===== src/rtl/core/cdt_pkg.sv =====
// Shared types, codes and helpers for the countdown timer controller.
package cdt_pkg;

  localparam int unsigned Digits = 4;
  localparam logic [13:0] MaxCount = 14'd9999;
  localparam logic [2:0]  DigitNone = 3'(Digits);

  // input event codes
  localparam logic [2:0] CmdTick  = 3'd0;
  localparam logic [2:0] CmdStop  = 3'd1;
  localparam logic [2:0] CmdStart = 3'd2;
  localparam logic [2:0] CmdPush  = 3'd3;
  localparam logic [2:0] CmdEdgeA = 3'd4;
  localparam logic [2:0] CmdEdgeB = 3'd5;

  // reported run state codes
  localparam logic [1:0] RsRun   = 2'd0;
  localparam logic [1:0] RsStop  = 2'd1;
  localparam logic [1:0] RsClear = 2'd2;
  localparam logic [1:0] RsOff   = 2'd3;

  // direction lamp codes
  localparam logic [1:0] LampDark = 2'd0;
  localparam logic [1:0] LampUp   = 2'd1;
  localparam logic [1:0] LampDown = 2'd2;

  // configuration register indexes
  localparam logic [2:0] CfgPeriod  = 3'd0;
  localparam logic [2:0] CfgBeepOn  = 3'd1;
  localparam logic [2:0] CfgBeepOff = 3'd2;
  localparam logic [2:0] CfgGuard   = 3'd3;
  localparam logic [2:0] CfgLamp    = 3'd4;

  typedef enum logic [2:0] {
    EV_NONE,
    EV_TICK,
    EV_STOP,
    EV_START,
    EV_PUSH,
    EV_EDGE_A,
    EV_EDGE_B
  } ev_kind_e;

  typedef struct packed {
    ev_kind_e kind;
    logic     lvl;
  } ev_t;

  typedef enum logic [3:0] {
    RUN_S   = 4'b0001,
    STOP_S  = 4'b0010,
    CLEAR_S = 4'b0100,
    OFF_S   = 4'b1000
  } run_e;

  typedef enum logic [2:0] {
    BEEP_ON   = 3'b001,
    BEEP_GAP  = 3'b010,
    BEEP_IDLE = 3'b100
  } beep_e;

  function automatic logic [13:0] digit_weight(input logic [1:0] d);
    logic [13:0] w;
    case (d)
      2'd0:    w = 14'd1000;
      2'd1:    w = 14'd100;
      2'd2:    w = 14'd10;
      default: w = 14'd1;
    endcase
    return w;
  endfunction

  function automatic logic [9:0] min_one10(input logic [9:0] v);
    return (v == 10'd0) ? 10'd1 : v;
  endfunction

  function automatic logic [7:0] min_one8(input logic [7:0] v);
    return (v == 8'd0) ? 8'd1 : v;
  endfunction

endpackage


===== src/rtl/core/cdt_front.sv =====
// Front end: accepts input beats and classifies them into events.
module cdt_front (
  input  logic            in_valid_i,
  output logic            in_stall_o,
  input  logic [2:0]      cmd_i,
  input  logic            pin_level_i,
  input  logic            full_i,
  output logic            push_o,
  output cdt_pkg::ev_t    ev_o
);
  import cdt_pkg::*;

  assign in_stall_o = full_i;
  assign push_o     = in_valid_i & ~full_i;

  always_comb begin
    ev_o.lvl = pin_level_i;
    unique case (cmd_i)
      CmdTick:  ev_o.kind = EV_TICK;
      // button releases do nothing but still report state
      CmdStop:  ev_o.kind = pin_level_i ? EV_NONE : EV_STOP;
      CmdStart: ev_o.kind = pin_level_i ? EV_NONE : EV_START;
      CmdPush:  ev_o.kind = EV_PUSH;
      CmdEdgeA: ev_o.kind = EV_EDGE_A;
      CmdEdgeB: ev_o.kind = EV_EDGE_B;
      default:  ev_o.kind = EV_NONE;
    endcase
  end

endmodule


===== src/rtl/core/cdt_queue.sv =====
// Small event queue between the front end and the executor.
module cdt_queue #(
  parameter int unsigned DEPTH = 2
) (
  input  logic         clk_i,
  input  logic         rst_ni,
  input  logic         push_i,
  input  cdt_pkg::ev_t push_data_i,
  output logic         full_o,
  input  logic         pop_i,
  output logic         pop_valid_o,
  output cdt_pkg::ev_t pop_data_o
);
  import cdt_pkg::*;

  localparam int unsigned PtrW = (DEPTH > 1) ? $clog2(DEPTH) : 1;
  localparam int unsigned CntW = $clog2(DEPTH + 1);

  ev_t            mem_q [DEPTH];
  logic [PtrW-1:0] wr_ptr_q, wr_ptr_d, rd_ptr_q, rd_ptr_d;
  logic [CntW-1:0] cnt_q, cnt_d;

  assign full_o      = (cnt_q == CntW'(DEPTH));
  assign pop_valid_o = (cnt_q != '0);
  assign pop_data_o  = mem_q[rd_ptr_q];

  always_comb begin
    wr_ptr_d = wr_ptr_q;
    rd_ptr_d = rd_ptr_q;
    cnt_d    = cnt_q;
    if (push_i) begin
      wr_ptr_d = (wr_ptr_q == PtrW'(DEPTH - 1)) ? '0 : wr_ptr_q + 1'b1;
    end
    if (pop_i) begin
      rd_ptr_d = (rd_ptr_q == PtrW'(DEPTH - 1)) ? '0 : rd_ptr_q + 1'b1;
    end
    if (push_i && !pop_i) begin
      cnt_d = cnt_q + 1'b1;
    end else if (!push_i && pop_i) begin
      cnt_d = cnt_q - 1'b1;
    end
  end

  always_ff @(posedge clk_i or negedge rst_ni) begin
    if (!rst_ni) begin
      wr_ptr_q <= '0;
      rd_ptr_q <= '0;
      cnt_q    <= '0;
    end else begin
      wr_ptr_q <= wr_ptr_d;
      rd_ptr_q <= rd_ptr_d;
      cnt_q    <= cnt_d;
    end
  end

  always_ff @(posedge clk_i) begin
    if (push_i) begin
      mem_q[wr_ptr_q] <= push_data_i;
    end
  end

endmodule


===== src/rtl/core/cdt_exec.sv =====
// Executor: one event per cycle unless stalled; holds timer state, config and result.
module cdt_exec (
  input  logic         clk_i,
  input  logic         rst_ni,
  input  logic         cfg_we_i,
  input  logic [2:0]   cfg_idx_i,
  input  logic [9:0]   cfg_wdata_i,
  input  logic         ev_valid_i,
  input  cdt_pkg::ev_t ev_i,
  output logic         pop_o,
  output logic         out_valid_o,
  input  logic         out_stall_i,
  output logic [13:0]  count_value_o,
  output logic [1:0]   run_state_o,
  output logic [2:0]   adjust_digit_o,
  output logic         beeper_on_o,
  output logic [1:0]   dir_lamp_o
);
  import cdt_pkg::*;

  // configuration
  logic [9:0] cfg_period_q;
  logic [7:0] cfg_on_q, cfg_off_q, cfg_guard_q, cfg_lamp_q;

  // timer state
  logic [13:0] count_q, count_d;
  run_e        run_q, run_d;
  logic [2:0]  digit_q, digit_d;
  logic        lvl_a_q, lvl_a_d, lvl_b_q, lvl_b_d;
  logic        pend_a_q, pend_a_d, pend_b_q, pend_b_d;
  beep_e       beep_q, beep_d;
  logic [2:0]  beep_left_q, beep_left_d;
  logic [7:0]  beep_ms_q, beep_ms_d;
  logic [9:0]  period_q, period_d;
  logic [1:0]  lamp_q, lamp_d;
  logic [7:0]  lamp_ms_q, lamp_ms_d;
  logic [7:0]  since_q, since_d;

  // result register
  logic        out_valid_q, out_valid_d;
  logic [13:0] o_count_q;
  logic [1:0]  o_run_q;
  logic [2:0]  o_digit_q;
  logic        o_beep_q;
  logic [1:0]  o_lamp_q;

  logic take;

  assign take  = ev_valid_i & (~out_valid_q | ~out_stall_i);
  assign pop_o = take;

  function automatic logic [1:0] run_code(input run_e r);
    logic [1:0] c;
    unique case (r)
      RUN_S:   c = RsRun;
      STOP_S:  c = RsStop;
      CLEAR_S: c = RsClear;
      default: c = RsOff;
    endcase
    return c;
  endfunction

  always_comb begin
    logic        beep_one;
    logic        step;
    logic        step_up;
    logic        tick_start;
    beep_e       ph;
    logic [2:0]  left;
    logic [7:0]  ms;
    logic [7:0]  ms_nx;
    logic [2:0]  left_nx;
    logic [9:0]  per_nx;
    logic [7:0]  lamp_nx;
    logic [13:0] w;
    logic [14:0] sum;

    count_d     = count_q;
    run_d       = run_q;
    digit_d     = digit_q;
    lvl_a_d     = lvl_a_q;
    lvl_b_d     = lvl_b_q;
    pend_a_d    = pend_a_q;
    pend_b_d    = pend_b_q;
    beep_d      = beep_q;
    beep_left_d = beep_left_q;
    beep_ms_d   = beep_ms_q;
    period_d    = period_q;
    lamp_d      = lamp_q;
    lamp_ms_d   = lamp_ms_q;
    since_d     = since_q;

    beep_one   = 1'b0;
    step       = 1'b0;
    step_up    = 1'b0;
    tick_start = 1'b0;
    ph         = beep_q;
    left       = beep_left_q;
    ms         = beep_ms_q;
    ms_nx      = '0;
    left_nx    = '0;
    per_nx     = '0;
    lamp_nx    = '0;
    w          = digit_weight(digit_q[1:0]);
    sum        = {1'b0, count_q} + {1'b0, w};

    if (take) begin
      unique case (ev_i.kind)
        EV_TICK: begin
          if (since_q != 8'hFF) begin
            since_d = since_q + 8'd1;
          end
          if (run_q == RUN_S) begin
            if (count_q == '0) begin
              run_d      = STOP_S;
              tick_start = 1'b1;
            end else begin
              per_nx = period_q + 10'd1;
              if (per_nx >= min_one10(cfg_period_q)) begin
                period_d = '0;
                count_d  = count_q - 14'd1;
                if (count_q == 14'd1) begin
                  run_d      = STOP_S;
                  tick_start = 1'b1;
                end
              end else begin
                period_d = per_nx;
              end
            end
          end
          // reaching zero starts a four-pulse sequence, then it advances this tick
          if (tick_start) begin
            ph   = BEEP_ON;
            left = 3'd4;
            ms   = '0;
          end
          ms_nx   = ms + 8'd1;
          left_nx = left - 3'd1;
          if (ph == BEEP_ON) begin
            if (ms_nx >= min_one8(cfg_on_q)) begin
              beep_ms_d   = '0;
              beep_left_d = left_nx;
              beep_d      = (left_nx == '0) ? BEEP_IDLE : BEEP_GAP;
            end else begin
              beep_ms_d   = ms_nx;
              beep_left_d = left;
              beep_d      = ph;
            end
          end else if (ph == BEEP_GAP) begin
            beep_left_d = left;
            if (ms_nx >= min_one8(cfg_off_q)) begin
              beep_ms_d = '0;
              beep_d    = BEEP_ON;
            end else begin
              beep_ms_d = ms_nx;
              beep_d    = ph;
            end
          end
          if (lamp_q != LampDark) begin
            lamp_nx = lamp_ms_q + 8'd1;
            if (lamp_nx >= min_one8(cfg_lamp_q)) begin
              lamp_ms_d = '0;
              lamp_d    = LampDark;
            end else begin
              lamp_ms_d = lamp_nx;
            end
          end
        end
        EV_STOP: begin
          unique case (run_q)
            RUN_S: begin
              run_d    = STOP_S;
              beep_one = 1'b1;
            end
            STOP_S: begin
              beep_one = 1'b1;
              if (count_q != '0) begin
                run_d   = CLEAR_S;
                count_d = '0;
              end else begin
                digit_d = DigitNone;
                run_d   = OFF_S;
              end
            end
            CLEAR_S: begin
              digit_d  = DigitNone;
              run_d    = OFF_S;
              beep_one = 1'b1;
            end
            default: begin
            end
          endcase
        end
        EV_START: begin
          if (run_q != RUN_S && count_q != '0) begin
            digit_d  = DigitNone;
            period_d = '0;
            run_d    = RUN_S;
            beep_one = 1'b1;
          end
        end
        EV_PUSH: begin
          if (since_q >= cfg_guard_q && !ev_i.lvl &&
              (run_q == STOP_S || run_q == CLEAR_S)) begin
            digit_d = (digit_q >= DigitNone) ? 3'd0 : digit_q + 3'd1;
          end
          since_d = '0;
        end
        EV_EDGE_A: begin
          lvl_a_d = ev_i.lvl;
          if (pend_b_q) begin
            if (ev_i.lvl == lvl_b_q) begin
              step     = 1'b1;
              pend_a_d = 1'b0;
              pend_b_d = 1'b0;
            end else begin
              pend_b_d = 1'b0;
              pend_a_d = 1'b1;
            end
          end else begin
            pend_a_d = 1'b1;
          end
        end
        EV_EDGE_B: begin
          lvl_b_d = ev_i.lvl;
          step_up = 1'b1;
          if (pend_a_q) begin
            if (lvl_a_q == ev_i.lvl) begin
              step     = 1'b1;
              pend_a_d = 1'b0;
              pend_b_d = 1'b0;
            end else begin
              pend_a_d = 1'b0;
              pend_b_d = 1'b1;
            end
          end else begin
            pend_b_d = 1'b1;
          end
        end
        default: begin
        end
      endcase

      // completed quadrature step: A then B counts up, B then A counts down
      if (step) begin
        lamp_d    = step_up ? LampUp : LampDown;
        lamp_ms_d = '0;
        if (digit_q < DigitNone) begin
          if (step_up) begin
            if (sum <= {1'b0, MaxCount}) begin
              count_d = sum[13:0];
            end
          end else if (count_q >= w) begin
            count_d = count_q - w;
          end
        end
        if (run_q == RUN_S) begin
          beep_one = 1'b1;
        end
        run_d = STOP_S;
      end

      if (beep_one) begin
        beep_d      = BEEP_ON;
        beep_left_d = 3'd1;
        beep_ms_d   = '0;
      end
    end
  end

  always_comb begin
    out_valid_d = out_valid_q;
    if (take) begin
      out_valid_d = 1'b1;
    end else if (!out_stall_i) begin
      out_valid_d = 1'b0;
    end
  end

  always_ff @(posedge clk_i or negedge rst_ni) begin
    if (!rst_ni) begin
      cfg_period_q <= 10'd2;
      cfg_on_q     <= 8'd200;
      cfg_off_q    <= 8'd200;
      cfg_guard_q  <= 8'd50;
      cfg_lamp_q   <= 8'd100;
    end else if (cfg_we_i) begin
      case (cfg_idx_i)
        CfgPeriod:  cfg_period_q <= cfg_wdata_i;
        CfgBeepOn:  cfg_on_q     <= cfg_wdata_i[7:0];
        CfgBeepOff: cfg_off_q    <= cfg_wdata_i[7:0];
        CfgGuard:   cfg_guard_q  <= cfg_wdata_i[7:0];
        CfgLamp:    cfg_lamp_q   <= cfg_wdata_i[7:0];
        default: begin
        end
      endcase
    end
  end

  always_ff @(posedge clk_i or negedge rst_ni) begin
    if (!rst_ni) begin
      count_q     <= '0;
      run_q       <= OFF_S;
      digit_q     <= DigitNone;
      lvl_a_q     <= 1'b0;
      lvl_b_q     <= 1'b0;
      pend_a_q    <= 1'b0;
      pend_b_q    <= 1'b0;
      beep_q      <= BEEP_IDLE;
      beep_left_q <= '0;
      beep_ms_q   <= '0;
      period_q    <= '0;
      lamp_q      <= LampDark;
      lamp_ms_q   <= '0;
      since_q     <= 8'hFF;
      out_valid_q <= 1'b0;
    end else begin
      count_q     <= count_d;
      run_q       <= run_d;
      digit_q     <= digit_d;
      lvl_a_q     <= lvl_a_d;
      lvl_b_q     <= lvl_b_d;
      pend_a_q    <= pend_a_d;
      pend_b_q    <= pend_b_d;
      beep_q      <= beep_d;
      beep_left_q <= beep_left_d;
      beep_ms_q   <= beep_ms_d;
      period_q    <= period_d;
      lamp_q      <= lamp_d;
      lamp_ms_q   <= lamp_ms_d;
      since_q     <= since_d;
      out_valid_q <= out_valid_d;
    end
  end

  always_ff @(posedge clk_i) begin
    if (take) begin
      o_count_q <= count_d;
      o_run_q   <= run_code(run_d);
      o_digit_q <= digit_d;
      o_beep_q  <= (beep_d == BEEP_ON);
      o_lamp_q  <= lamp_d;
    end
  end

  assign out_valid_o    = out_valid_q;
  assign count_value_o  = o_count_q;
  assign run_state_o    = o_run_q;
  assign adjust_digit_o = o_digit_q;
  assign beeper_on_o    = o_beep_q;
  assign dir_lamp_o     = o_lamp_q;

endmodule


===== src/rtl/core/countdown_timer_with_encoder_set.sv =====
// Top level of the four-digit countdown timer controller.
//
//   channel  | signals                                   | direction
//   ---------+-------------------------------------------+----------
//   events   | in_valid_i/in_stall_o, cmd_i, pin_level_i  | in
//   results  | out_valid_o/out_stall_i, count_value_o,    | out
//            | run_state_o, adjust_digit_o, beeper_on_o,  |
//            | dir_lamp_o                                 |
//   config   | cfg_we_i, cfg_idx_i, cfg_wdata_i           | in
//
// One beat per cycle sustained while the result side is not stalled; each taken
// beat is written into the event queue, then the executor pops it and updates
// its state and the result register on the same edge.
// in_stall_o rises only when the QDEPTH-entry event queue is full.
// A stalled result holds in the output register while new beats fill the event queue.
// Reset is asynchronous: timer off, count zero, config registers at their defaults.
module countdown_timer_with_encoder_set #(
  parameter int unsigned QDEPTH = 2
) (
  input  logic        clk_i,
  input  logic        rst_ni,
  input  logic        in_valid_i,
  output logic        in_stall_o,
  input  logic [2:0]  cmd_i,
  input  logic        pin_level_i,
  output logic        out_valid_o,
  input  logic        out_stall_i,
  output logic [13:0] count_value_o,
  output logic [1:0]  run_state_o,
  output logic [2:0]  adjust_digit_o,
  output logic        beeper_on_o,
  output logic [1:0]  dir_lamp_o,
  input  logic        cfg_we_i,
  input  logic [2:0]  cfg_idx_i,
  input  logic [9:0]  cfg_wdata_i
);
  import cdt_pkg::*;

  logic push, full, pop, q_valid;
  ev_t  ev_in, ev_out;

  cdt_front u_front (
    .in_valid_i  (in_valid_i),
    .in_stall_o  (in_stall_o),
    .cmd_i       (cmd_i),
    .pin_level_i (pin_level_i),
    .full_i      (full),
    .push_o      (push),
    .ev_o        (ev_in)
  );

  cdt_queue #(
    .DEPTH (QDEPTH)
  ) u_queue (
    .clk_i       (clk_i),
    .rst_ni      (rst_ni),
    .push_i      (push),
    .push_data_i (ev_in),
    .full_o      (full),
    .pop_i       (pop),
    .pop_valid_o (q_valid),
    .pop_data_o  (ev_out)
  );

  cdt_exec u_exec (
    .clk_i          (clk_i),
    .rst_ni         (rst_ni),
    .cfg_we_i       (cfg_we_i),
    .cfg_idx_i      (cfg_idx_i),
    .cfg_wdata_i    (cfg_wdata_i),
    .ev_valid_i     (q_valid),
    .ev_i           (ev_out),
    .pop_o          (pop),
    .out_valid_o    (out_valid_o),
    .out_stall_i    (out_stall_i),
    .count_value_o  (count_value_o),
    .run_state_o    (run_state_o),
    .adjust_digit_o (adjust_digit_o),
    .beeper_on_o    (beeper_on_o),
    .dir_lamp_o     (dir_lamp_o)
  );

endmodule


===== config.mk =====
export PLATFORM = sky130hd
export DESIGN_NAME = countdown_timer_with_encoder_set
export DESIGN_NICKNAME = d
export VERILOG_FILES = /design/src/rtl/core/cdt_pkg.sv /design/src/rtl/core/cdt_front.sv /design/src/rtl/core/cdt_queue.sv /design/src/rtl/core/cdt_exec.sv /design/src/rtl/core/countdown_timer_with_encoder_set.sv
export SDC_FILE = /design/constraint.sdc
export NUM_CORES = 1
export LEC_CHECK = 0
export ABC_AREA = 1
export BUFFER_PORTS_ARGS = -buffer_cell sky130_fd_sc_hd__buf_2
export CAP_MARGIN = 40
export CORE_ASPECT_RATIO = 0.75
export CORE_UTILIZATION = 40
export DETAILED_ROUTE_END_ITERATION = 8
export PLACE_DENSITY_LB_ADDON = 0.3
export SYNTH_ARGS = -nofsm -noshare
export SYNTH_HDL_FRONTEND = slang
export SYNTH_SLANG_ARGS = --single-unit

===== constraint.sdc =====
create_clock -name clk_i -period 13.9 [get_ports clk_i]
set_clock_uncertainty 0.2 [all_clocks]
set_input_delay 1.39 -clock clk_i [delete_from_list [all_inputs] [get_ports clk_i]]
set_output_delay 1.39 -clock clk_i [all_outputs]
set_load 0.005 [all_outputs]

**After elaboration in Yosys (flattened, before gate mapping)**

Memory sizes are Yosys's and may differ from the RTL's.
Cells that the tools add are included.

- Add/subtract/negate cells: 13
- Magnitude comparators: 9
- Equality and inequality tests: 37
- Multiplexer cells: 117
- Bitwise logic cells: 6
- Reduce and logical (&&, ||, !) cells: 42

Operators with widths:

| cell | count |
|---|---|
| $mux 14 | 11 |
| $mux 8 | 17 |
| $mux 3 | 24 |
| $mux 10 | 5 |
| $ge 8x8->1 | 4 |
| $mux 4 | 8 |
| $pmux 10 s3 | 1 |
| $mux 1 | 28 |
| $pmux 14 s2 | 1 |
| $add 8x1->8 const B | 3 |
| $logic_not 8->1 | 3 |
| $pmux 4 s3 | 2 |
| $eq 3x2->1 const B | 7 |
| $mux 2 | 10 |
| $pmux 10 s2 | 1 |
| $eq 3x3->1 const B | 6 |
| $pmux 3 s6 | 1 |
| $reduce_bool 2->1 | 9 |
| $pmux 8 s2 | 1 |
| $reduce_and 2->1 | 8 |
| $add 14x10->15 | 1 |
| $eq 3x1->1 const B | 5 |
| $le 15x14->1 const B | 1 |
| $eq 14x1->1 const B | 1 |
| 41 further kinds | 66 |

- Register bits: 136
- Bits in writable memories: 8
- Input bits: 22
- Output and inout bits: 24
- Word-level logic and storage cells: 253
- Memories: 1

Memory list:

| memory | words | bits a word | rd ports | clocked after Yosys merged registers in | write ports | RTL line | RTL |
|---|---|---|---|---|---|---|---|
| u_queue.mem_q | 2 | 4 | 1 | 0 | 1 | cdt_queue.sv:19 | `ev_t mem_q [DEPTH];` |

**Longest topological paths before layout**

- Word-level depth: 20
- Mapped depth: 41
- Mapped depth without buffers: 40

**Modules after synthesis**

A second synthesis with hierarchy kept.

- Cell total of the unflattened synthesis: 1357
- Area total of the unflattened synthesis: 10311.1 µm²

By module, submodules not included:

| module | times used | cells each | area each (µm²) | seq. area each (µm²) |
|---|---|---|---|---|
| cdt_exec | 1 | 1305 | 9750.6 | 3443.3 |
| cdt_queue | 1 | 37 | 491.7 | 340.3 |
| cdt_front | 1 | 15 | 68.8 | 0.0 |

**Least setup slack after synthesis**

No wires, ideal clock.

- Kind: flip-flop to flip-flop
- Start: register u_exec.period_q[2]
- End: register u_exec.o_beep_q (netlist: u_exec.beeper_on_o) (data pin)
- Library setup time: 0.138 ns
- Arrival: 4.538 ns
- Data required time: 13.562 ns
- Path slack: 9.023 ns
- Cell stages (with the launch flop): 37
- Buffers on the path: 1
- Period minus slack after synthesis: 4.877 ns
- Cell sequence: dfrtp_1 -> inv_1 -> nor3_1 -> nand3_1 -> nor2_1 -> nand3_1 -> nor2_1 -> xor2_1 -> inv_1 -> ha_1 -> a21o_1 -> nor2_1 -> nand3_1 -> nand2_1 -> nand2_1 -> buf_2 -> nor2_2 -> ha_1 -> nand4_1 -> nor2_1 -> xor2_1 -> ha_1 -> nand2_1 -> nand2_1 -> nand2_1 -> nand2_1 -> nand2_1 -> nand3_1 -> nand2_1 -> nand2_1 -> nand2_2 -> nand2_1 -> nor2_1 -> nor2_1 -> nor2_2 -> nand3_1 -> nor2_1

- Word-level cells in the longest chain between the ends: 19
- Elaborated cells between the ends (all ways): 32
- Those cells by class: 3 x add/sub; 3 x order compare; 3 x eq/ne; 22 x mux; 1 x reduce/logical

RTL lines:

| item | RTL line | RTL |
|---|---|---|
| from (decl) | cdt_exec.sv:34 | `logic [9:0] period_q, period_d;` |
| from (signal assigned) | cdt_exec.sv:328 | `period_q <= period_d;` |
| $add 10x1->10 * | cdt_exec.sv:118 | `per_nx = period_q + 10'd1;` |
| $ge 10x10->1 * | cdt_exec.sv:119 | `if (per_nx >= min_one10(cfg_period_q)) begin` |
| $mux 1 * | cdt_exec.sv:119 |  |
| $mux 1 * | cdt_exec.sv:114 | `if (count_q == '0) begin` |
| $mux 1 * | cdt_exec.sv:113 | `if (run_q == RUN_S) begin` |
| $mux 1 * | cdt_exec.sv:108 | `unique case (ev_i.kind)` |
| $mux 1 * | cdt_exec.sv:107 | `if (take) begin` |
| $mux 8 | cdt_exec.sv:132 | `if (tick_start) begin` |
| [... 4 more ...] | -- |  |
| $mux 3 | cdt_exec.sv:151 | `if (ms_nx >= min_one8(cfg_off_q)) begin` |
| $mux 3 | cdt_exec.sv:149 | `end else if (ph == BEEP_GAP) begin` |
| $mux 3 * | cdt_exec.sv:139 | `if (ph == BEEP_ON) begin` |
| $mux 3 * | cdt_exec.sv:108 |  |
| $mux 3 * | cdt_exec.sv:263 | `if (beep_one) begin` |
| $mux 3 * | cdt_exec.sv:107 |  |
| via u_exec.beep_d[0] | cdt_exec.sv:31 | `beep_e beep_q, beep_d;` |
| $eq 3x1->1 * | cdt_exec.sv:341 | `o_beep_q <= (beep_d == BEEP_ON);` |
| to (signal assigned) | cdt_exec.sv:341 |  |
| to (decl) | cdt_exec.sv:44 | `logic o_beep_q;` |

Mark *: on every way through the listed nets, which the timed path passes. The rest lies on a longest branch. The select of a mux whose other input is x is not followed.
A chain may end at the register's enable or synchronous reset.

**Worst setup path after layout**

- Start: register u_exec.period_q[2]
- End: register u_exec.beep_ms_q[6]

- Word-level cells in the longest chain between the ends: 17
- Elaborated cells between the ends (all ways): 26
- Those cells by class: 2 x add/sub; 3 x order compare; 2 x eq/ne; 17 x mux; 2 x reduce/logical

RTL lines:

| item | RTL line | RTL |
|---|---|---|
| $add 10x1->10 * | cdt_exec.sv:118 |  |
| $ge 10x10->1 * | cdt_exec.sv:119 |  |
| $mux 1 * | cdt_exec.sv:119 |  |
| $mux 1 * | cdt_exec.sv:114 |  |
| $mux 1 * | cdt_exec.sv:113 |  |
| $mux 1 * | cdt_exec.sv:108 |  |
| $mux 1 * | cdt_exec.sv:107 |  |
| $mux 8 | cdt_exec.sv:132 |  |
| $mux 8 | cdt_exec.sv:108 |  |
| $mux 8 | cdt_exec.sv:107 |  |
| $add 8x1->8 | cdt_exec.sv:137 | `ms_nx = ms + 8'd1;` |
| $ge 8x8->1 | cdt_exec.sv:151 |  |
| $mux 8 | cdt_exec.sv:151 |  |
| $mux 8 | cdt_exec.sv:149 |  |
| $mux 8 | cdt_exec.sv:139 |  |
| $mux 8 | cdt_exec.sv:108 |  |
| $mux 8 | cdt_exec.sv:263 |  |
| to (signal assigned) | cdt_exec.sv:327 | `beep_ms_q <= beep_ms_d;` |
| to (decl) | cdt_exec.sv:33 | `logic [7:0] beep_ms_q, beep_ms_d;` |

Mark *: on every way between the ends. The rest lies on a longest branch, timed or not. The select of a mux whose other input is x is not followed.

==> impl_metrics.yaml <==
timing:
  whs_ns: 0.294
  tightest_slew_ns: 0.730
  tns_ns: 0
  finalHoldViolations: 0
  slew_headroom_pct: 51.3
  final.setup.worst_slack_ns: 8.05
  rsz0062_at_grt: "no"
  max_freq_ghz: 0.171
  fin_crit_sh_pct: 42.1
  slew_viol_final: 0
  finalSetupViolCount: 0
  min_period_ns: 5.85
drt:
  drt-pass1-iter-count: 6
  via_per_inst: 5.17
  drcViolationCount: 0
  avgRoutedWirePerCell_um: 14.6
  final_antenna_net_count: 0
  finalWirelength_mm: 25.0
  num_vias: 8866
  drtIter0Drc: 808
synth:
  synth_area_mm2: 0.00995
  postSynthNetCount: 1426
  yosysSeqAreaShare_pct: 38.0
  async_flop_share_pct: 79.2
  synth.top_cell.area_share_pct: 22.6
  synth_flop_cell: "dfrtp_1"
  synth_top_area_cell: "dfrtp_1"
  ys_ff_latch: 144
  synthTopCellsByCount: "275 x nand2_1, 231 x inv_1, 106 x o21ai_0"
  synth-edff-count: 30
  synth_warnings: 0
  syn_area_per_cell_um2: 7.47
  synthTopCellsByArea: "dfrtp_1 23%, nand2_1 10%, edfxtp_1 9.1%"
  yosys.cell_count.top_type: "nand2_1"
  synth_cell_types: 54
  synthCells: 1331
placed_design:
  hpwl_mm: 18.2
  io_buffers: 45
  dpl.cell_count: 1682
  place_ws_ns: 8.13
  place_area_mm2: 0.0105
  routabilityCongestion: 0.941
min_path:
  holdPathEnd: "u_exec.cfg_on_q[4]"
  hp-start: "u_exec.cfg_on_q[4]"
  hp-class: "reg2reg"
  hold_depth: 2
final_layout:
  drive_above_1_share_pct: 11.2
  final_area_mm2: 0.0111
  finalNonFillerCells: 1714
  diodes: 0
  area_growth_pct: 11.8
  finalNetCount: 1465
floorplan:
  io_pins: 46
  core_area_mm2: 0.0242
  die_height_um: 139
  rows: 49
  fp.dieW_um: 184
  die_area_mm2: 0.0255
  start_util_pct: 41.1
setup_path:
  cpPeakStageDelay_ns: 0.38
  critical_path_class: "reg2reg"
  cp.arrival_ns: 5.98
  worst_r2r_endpoint: "u_exec.beep_ms_q[6]"
  crit_path_frequent_cell: "nand2_1"
  crit_fanout: 13
  worstSetupEndpointType: "flip-flop"
  reg2regPathDepth: 31
  crit_path_top_delay_cell: "dfrtp_1"
  critPathLaunchType: "flip-flop"
  ff2ff_setup_slack_ns: 8.05
  timing.rr.start: "u_exec.period_q[2]"
  critPathLaunch: "u_exec.period_q[2]"
  cp.required_ns: 14.03
grt:
  grt_pass1_wl_mm: 41.1
  grt_remaining_overflow: 0
  first_global_vias: 8176
  grt_max_degree: 51
  antenna_found_initial: 0
  grt.total_usage_pct: 20.4
clock_network:
  clk_pin_slew_worst_paths_ns: 0.07
  cts-root-buf: "clkbuf_16"
  cts_resized: 0
  htree_levels: 4
  postCtsHoldBufs: 0
  numCtsBuffers: 17
  clk_path_buf_depth: 2
  cts.sinks: 144
  post_cts_buffers: 0
  cts_tree: "yes"
  clock_latency_ns: 0.44
run:
  max_cap_viol_count: 0
power_and_ir_drop:
  powerDensity_mw_per_mm2: 227
  power_leakage_nw: 5.61
  ir_worst_vdd_v: 0.000100
status:
  status: "completed"
==> metal layers <==
metal / GRT usage (%) / share of wire [%] / vias to the layer above
li1: - / - / 4428
met1: 30.1 / 51 / 4154
met2: 29.9 / 42 / 265
met3: 4.54 / 6.3 / 17
met4: 4.91 / 0.78 / 2
met5: 2.86 / 0.40 / -
==> registers in the layout, summed over array words and instances, names as in the netlist, 2 cells and up <==
signal	cells
u_exec.lamp_ms_q	8
u_exec.cfg_on_q	8
u_exec.count_q	14
u_exec.count_value_o	14
u_queue.mem_q	8
u_exec.since_q	8
u_exec.period_q	10
u_exec.beep_left_q	3
u_exec.adjust_digit_o	3
u_exec.lamp_q	2
u_exec.dir_lamp_o	2
u_exec.cfg_period_q	10
u_exec.cfg_lamp_q	8
u_exec.cfg_off_q	8
u_exec.cfg_guard_q	8
u_exec.run_state_o	2
u_exec.beep_q	3
u_queue.cnt_q	2
u_exec.run_q	4
u_exec.digit_q	3
u_exec.beep_ms_q	8
==> cells in the final DEF, fill, tap and decap left out, types with 3 or more instances in the layout <==
cell type,instances
a211oi_1,6
a21oi_1,64
a21oi_2,3
a31oi_1,3
a41o_1,3
buf_2,44
buf_4,5
clkbuf_16,18
clkinv_4,3
dfrtp_1,90
dfstp_2,24
edfxtp_1,30
ha_1,71
inv_1,230
inv_2,17
inv_6,4
inv_8,3
nand2_1,275
nand2_2,7
nand3_1,95
nand4_1,7
nor2_1,97
nor2_2,6
nor2_4,3
nor3_1,21
nor3b_1,4
nor4_1,7
o211ai_1,5
o21a_1,5
o21ai_0,106
o21ai_1,20
o21ai_2,7
o22ai_1,11
o31ai_1,3
o32ai_1,9
or2_1,3
xor2_1,43
==> worst max path at each step <==
stage | to | slack [ns] | depth (start not counted)
floorplan | u_exec.beeper_on_o | 9.02 | 36
global placement | u_exec.beep_ms_q[5] | 8.35 | 31
detailed placement | u_exec.beep_ms_q[6] | 8.13 | 31
CTS | u_exec.beep_ms_q[6] | 8.08 | 31
global route | u_exec.beeper_on_o | 7.54 | 35
finish | u_exec.beep_ms_q[6] | 8.05 | 31
==> report_power, final <==
group          switching [mW]  leakage (nW)  internal (mW)
Clock                   0.202         0.296          0.268
Combinational           0.904          3.61          0.438
Sequential              0.108          1.70          0.609
Total                    1.21          5.61           1.32
==> per-stage QoR <==
step | total power [mW] | utilization, %
after global routing | 2.77 | 45.9
after detailed placement | 2.05 | 43.4
after global placement | 2.02 | 43.3
final | 2.53 | 45.9
after CTS | 2.53 | 45.9
after floorplan | 1.69 | -
==> cell type report <==
| cell class | count | area [µm²] |
|---|---|---|
| Sequential cell | 144 | 3780 |
| Timing Repair Buffer | 51 | 293 |
| Clock buffer | 19 | 464 |
| Inverter | 248 | 931 |
| Tap cell | 331 | 414 |
| Clock inverter | 13 | 139 |
| Fill cell | 2440 | 13100 |
| Multi-Input combinational cell | 908 | 5100 |
==> logic make-up after synthesis <==
logic type,synth area share (%)
buf+inv,10.8
xor+xnor,3.96
flops,38.0
compound gates,15.0
fa+ha+maj,9.33
simple gates,22.9
==> worst max-delay path: cells and delay by family, from the launching register on <==
kind	cells	cell delay, ns
adder cells (fa/ha/maj)	3	0.85
XOR/XNOR	2	0.49
AO/OA/AOI/OAI	2	0.49
AND/OR/NAND/NOR	22	3.22
flip-flops	1	0.38
buffers and inverters	2	0.12
No activity file was read; power rests on OpenSTA's default activity.
